==> config.mk <==
export PLATFORM = sky130hd
export DESIGN_NAME = pip_edge_unit
export DESIGN_NICKNAME = d
export VERILOG_FILES = /design/src/rtl/pip_pkg.sv /design/src/rtl/pip_edge_unit.sv
export SDC_FILE = /design/constraint.sdc
export NUM_CORES = 2
export LEC_CHECK = 0
export CAP_MARGIN = 15
export CORE_UTILIZATION = 55
export DETAILED_ROUTE_END_ITERATION = 6
export DONT_BUFFER_PORTS = 1
export PLACE_DENSITY = 0.7
export SLEW_MARGIN = 25
export SYNTH_ARGS = -nofsm -noshare
export SYNTH_HDL_FRONTEND = slang
export SYNTH_SLANG_ARGS = --single-unit
==> constraint.sdc <==
create_clock -name clk -period 7.2 [get_ports clk]
set_clock_uncertainty 0.15 [all_clocks]
set_input_delay 1.44 -clock clk [delete_from_list [all_inputs] [get_ports clk]]
set_output_delay 1.44 -clock clk [all_outputs]
set_load 0.01 [all_outputs]
==> src/rtl/pip_pkg.sv <==
// ----------------------------------------------------------------------------
// pip_pkg: shared types and codes of the point-in-polygon test
// Command, view plane and register codes, and the control and status groups
// passed between the sequencer and the edge unit.
// ----------------------------------------------------------------------------
package pip_pkg;

    // Command codes of an input beat
    localparam logic CMD_LOAD  = 1'b0;
    localparam logic CMD_QUERY = 1'b1;

    // View plane codes (the unused code behaves as axial)
    localparam logic [1:0] VIEW_AXIAL    = 2'd0;
    localparam logic [1:0] VIEW_SAGITTAL = 2'd1;
    localparam logic [1:0] VIEW_CORONAL  = 2'd2;

    // Register indexes on the configuration port
    localparam logic REG_VIEW_PLANE   = 1'b0;
    localparam logic REG_VERTEX_COUNT = 1'b1;

    // Field widths fixed by the ports
    localparam int FIELD_BITS      = 16;
    localparam int VIEW_BITS       = 2;
    localparam int COUNT_BITS      = 7;
    localparam int INDEX_BITS      = 6;
    localparam int APB_DATA_BITS   = 32;
    localparam int APB_ADDR_BITS   = 3;

    // Fewest vertices that make a polygon
    localparam int MIN_POLY_VERTICES = 3;

    // Sequencer to edge unit
    typedef struct packed {
        logic issue;   // an edge is presented this cycle
        logic clear;   // reset the crossing parity
    } edge_ctrl_t;

    // Edge unit to sequencer
    typedef struct packed {
        logic busy;    // edges still in flight
        logic parity;  // even-odd crossing parity so far
    } edge_stat_t;

endpackage

==> src/rtl/pip_edge_unit.sv <==
// ----------------------------------------------------------------------------
// pip_edge_unit: crossing test of one polygon edge per cycle
// Three stages: span test and differences, two cross products, compare and
// toggle the even-odd parity.
// ----------------------------------------------------------------------------
module pip_edge_unit
    import pip_pkg::*;
#(
    parameter int COORD_BITS = 16
) (
    input  logic                          clk,
    input  logic                          rst_n,
    input  edge_ctrl_t                    ctrl,
    input  logic signed [COORD_BITS-1:0]  old_x,
    input  logic signed [COORD_BITS-1:0]  old_y,
    input  logic signed [COORD_BITS-1:0]  new_x,
    input  logic signed [COORD_BITS-1:0]  new_y,
    input  logic signed [COORD_BITS-1:0]  pt_x,
    input  logic signed [COORD_BITS-1:0]  pt_y,
    output edge_stat_t                    stat
);

    localparam int DW = COORD_BITS + 1;
    localparam int PW = 2 * DW;

    logic                   span_hit;
    logic signed [COORD_BITS-1:0] p1_x, p1_y, p2_x, p2_y;
    logic signed [DW-1:0]   dy, dx, ey, ex;

    logic                   s1_valid_reg;
    logic                   s1_hit_reg;
    logic signed [DW-1:0]   s1_dy_reg, s1_dx_reg, s1_ey_reg, s1_ex_reg;
    logic                   s2_valid_reg;
    logic                   s2_hit_reg;
    logic signed [PW-1:0]   s2_lhs_reg, s2_rhs_reg;
    logic                   parity_reg;
    logic                   parity_next;

    // Order the edge end points by x and form the differences
    always_comb
    begin
        span_hit = ((new_x < pt_x) == (pt_x <= old_x));
        if (new_x > old_x)
        begin
            p1_x = old_x;
            p1_y = old_y;
            p2_x = new_x;
            p2_y = new_y;
        end
        else
        begin
            p1_x = new_x;
            p1_y = new_y;
            p2_x = old_x;
            p2_y = old_y;
        end
        dy = DW'(pt_y) - DW'(p1_y);
        dx = DW'(p2_x) - DW'(p1_x);
        ey = DW'(p2_y) - DW'(p1_y);
        ex = DW'(pt_x) - DW'(p1_x);
    end

    // Toggle parity on a crossing edge
    always_comb
    begin
        parity_next = parity_reg;
        if (ctrl.clear)
        begin
            parity_next = 1'b0;
        end
        else if (s2_valid_reg && s2_hit_reg && (s2_lhs_reg < s2_rhs_reg))
        begin
            parity_next = !parity_reg;
        end
    end

    // Stage valids and parity
    always_ff @(posedge clk or negedge rst_n)
    begin
        if (!rst_n)
        begin
            s1_valid_reg <= 1'b0;
            s2_valid_reg <= 1'b0;
            parity_reg   <= 1'b0;
        end
        else
        begin
            s1_valid_reg <= ctrl.issue;
            s2_valid_reg <= s1_valid_reg;
            parity_reg   <= parity_next;
        end
    end

    // Stage payload: differences, then products
    always_ff @(posedge clk)
    begin
        s1_hit_reg <= span_hit;
        s1_dy_reg  <= dy;
        s1_dx_reg  <= dx;
        s1_ey_reg  <= ey;
        s1_ex_reg  <= ex;
        s2_hit_reg <= s1_hit_reg;
        s2_lhs_reg <= s1_dy_reg * s1_dx_reg;
        s2_rhs_reg <= s1_ey_reg * s1_ex_reg;
    end

    assign stat.busy   = s1_valid_reg || s2_valid_reg;
    assign stat.parity = parity_reg;

endmodule

==> run_results.csv <==
group,metric,value,unit
grt,grt_pass1_vias,24235,
floorplanning,num_rows,85,
cts,post-cts-setup-buffers,0,
worst_setup_path,critPathLaunchType,"register",
worst_setup_path,crit_required,7.36,ns
sta,post-route-min-period,6.954,ns
synthesis,synthCells,3320,
floorplanning,die_h,236.3,um
grt,grt_pass1_wl,124.4,mm
cts,cts.htree.levels,4,
grt,track_usage,28.57,%
cts,clk_path_buf_depth,2,
synthesis,ys_seq_area_share,9.402,%
cts,cts_buffers,17,
sta,rsz0062_at_grt,"false",
route,drt_iter0_markers,1262,
synthesis,synth_area,30180,um^2
worst_setup_path,critPathKind,"register to register",
cts,clkSlewWorstSetupHoldPaths,0.07,ns
floorplanning,dieArea,55820,um^2
route,num_vias,22112,
floorplanning,initial_core_util,55.87,%
sta,worst_pin_slew,0.7835,ns
placed_design,place_congestion,0.9472,
cts,cts_root_buf,"clkbuf_16",
finish,areaGrowthSynthToFinish,5.750,%
grt,overflow,0,
floorplanning,core,54030,um^2
worst_setup_path,critPathMaxFanout,17,
sta,slew_headroom,47.21,%
placed_design,dp_hpwl,64.61,mm
finish,nets,4305,
sta,finalHoldViolations,0,
sta,fmax,0.1438,GHz
synthesis,synth_nets,4298,
cts,cts-hold-fix-buffers,0,
route,drc,0,
sta,report.final.slew_viol_count,0,
outcome,status,"completed",
floorplanning,dieWidth,236.3,um
sta,fin_crit_sh,96.58,%
placed_design,port_buffers,0,
grt,grt_max_degree,28,
route,dr.pass1.iters,6,
route,drtAntennaViolNets,0,
worst_setup_path,critPathCaptureType,"register",
synthesis,ys.flop_type,"dfxtp_1",
floorplanning,io_pins,102,
finish,drive_above_1_share,5.000,%
route,vias_per_cell,5.477,
cts,clk_latency,0.46,ns
sta,finalSetupTns,0,ns
cts,tritoncts,"built",
worst_setup_path,critPathArrivalTime,7.12,ns
finish,final_cells,4037,
route,wl,74.91,mm
placed_design,dpl_cell_area,31280,um^2
synthesis,postSynth.asyncResetShare,2.128,%
min_path,hold_path.class,"register to register",
synthesis,synth_cell_types,83,
synthesis,synth_warnings,0,
finish,design_area,31920,um^2
cts,clkSinkCount,141,
placed_design,place_inst,4004,
sta,setup_viol,0,
run,max_cap_viol_count,0,
synthesis,ys_ff_latch,141,
route,wire_per_inst,18.56,um
synthesis,syn_area_per_cell,9.091,um^2
finish,n_fill_cell,4711,
grt,antenna_found_initial,2,
synthesis,synth_edf_count,0,
-- placed cells by master, fill, tap and decap left out, drive strengths merged, types with 35 or more instances in the layout --
| cell | instances |
|---|---|
| inv | 739 |
| fa | 594 |
| nand2 | 343 |
| and2 | 300 |
| ha | 284 |
| dfxtp | 138 |
| nor2 | 116 |
| a21oi | 96 |
| xnor2 | 90 |
| buf | 86 |
| o21ai | 83 |
| a21o | 61 |
| mux2i | 37 |
| nand2b | 35 |
-- Yosys cell counts, types with 4 or more instances --
cell type / count / area [um^2]
maj3_1: 17 / 170.2
and2_1: 300 / 1877
o31ai_1: 6 / 45.04
nand2b_1: 35 / 219.0
nand3b_1: 4 / 30.03
o21bai_1: 4 / 30.03
a31oi_1: 13 / 81.33
inv_1: 731 / 2744
nor3_1: 17 / 85.08
a21o_1: 60 / 450.4
or3_1: 9 / 56.30
a211oi_1: 12 / 90.09
buf_4: 5 / 37.54
dfxtp_1: 138 / 2763
buf_2: 7 / 35.03
and3_1: 18 / 112.6
o21ai_0: 74 / 370.4
xor2_1: 29 / 254.0
xnor2_1: 90 / 788.3
fa_1: 594 / 11890
a21boi_0: 14 / 105.1
clkbuf_1: 80 / 300.3
ha_1: 284 / 3553
nand3_1: 18 / 90.09
nor2b_1: 32 / 200.2
mux2i_1: 37 / 370.4
a21oi_1: 92 / 460.4
o22ai_1: 4 / 25.02
a211o_1: 7 / 61.31
o21a_1: 15 / 112.6
o21ai_1: 6 / 30.03
nor4_1: 5 / 31.28
nand2_1: 343 / 1287
nor2_1: 116 / 435.4
o211ai_1: 7 / 52.55
nand4_1: 16 / 100.1
-- metal layers --
layer | up-vias | track usage (%) | part of all wire (%)
li1 | 10190 | - | -
met1 | 11226 | 35.70 | 41
met2 | 583 | 48.89 | 49
met3 | 111 | 6.589 | 6.7
met4 | 2 | 9.189 | 3.1
met5 | - | 0 | 0.017
-- stage by stage --
step	worst slack (ns)	utilization, %	hold slack (ns)
detailed placement	0.1775	57.89	0.1674
CTS	0.1568	59.01	0.1841
global placement	0.2484	57.89	0.1619
floorplan	0.5770	-	0.1596
global route	0.01223	59.07	0.1974
finish	0.2464	59.08	0.1845
-- worst paths after layout --
check                             start        endpoint  cells past startpoint  slack (ns)
max in group asynchronous         rst_n    s2_valid_reg                      0        6.32
min reg2reg                  s1_hit_reg      s2_hit_reg                      0        0.18
min                          s1_hit_reg      s2_hit_reg                      0        0.18
max                        s1_dx_reg[8]  s2_lhs_reg[33]                     25        0.25
min in group asynchronous         rst_n      parity_reg                      0        0.52
max reg2reg                s1_dx_reg[8]  s2_lhs_reg[33]                     25        0.25
-- cell families after synthesis --
logic type | count (synthesis) | synth area share, %
simple gates | 926 | 15.40
fa+ha+maj | 895 | 51.73
buf+inv | 829 | 10.49
compound gates | 372 | 8.258
flops | 141 | 9.402
xor+xnor | 119 | 3.453
mux | 38 | 1.264
-- worst max-delay path, cell delays in order, from the launching register on --
cell,delay (ns)
dfxtp_1,0.31
buf_4,0.24
nand2_1,0.12
fa_1,0.58
inv_1,0.06
fa_1,0.51
inv_1,0.07
fa_1,0.54
inv_1,0.05
fa_1,0.46
fa_1,0.49
inv_1,0.05
fa_1,0.47
inv_1,0.04
ha_1,0.32
and3_1,0.21
and3_1,0.20
and2_1,0.15
a221oi_2,0.34
o211ai_1,0.23
o311a_1,0.39
o211a_1,0.25
o21a_1,0.18
o21a_1,0.19
nor4_2,0.13
a311oi_1,0.07
-- area by class of cell --
type	count	area (um^2)	area share (%)
Inverter	731	2744	8.597
Tap cell	696	870.8	2.728
Clock buffer	19	464.2	1.454
Antenna cell	1	2.502	0.007840
Multi-Input combinational cell	2350	24190	75.78
Clock inverter	13	138.9	0.4351
Timing Repair Buffer	86	645.6	2.023
Sequential cell	141	2865	8.977
-- what timing repair did --
action	in CTS	in global routing
endpoints found under the hold margin	0	0
gates resized for setup	0	21
setup endpoints to repair	0	4
Power is left out: the tool's default activity adds up to more than one toggle a clock period on the data nets, which glitch-free logic cannot reach.
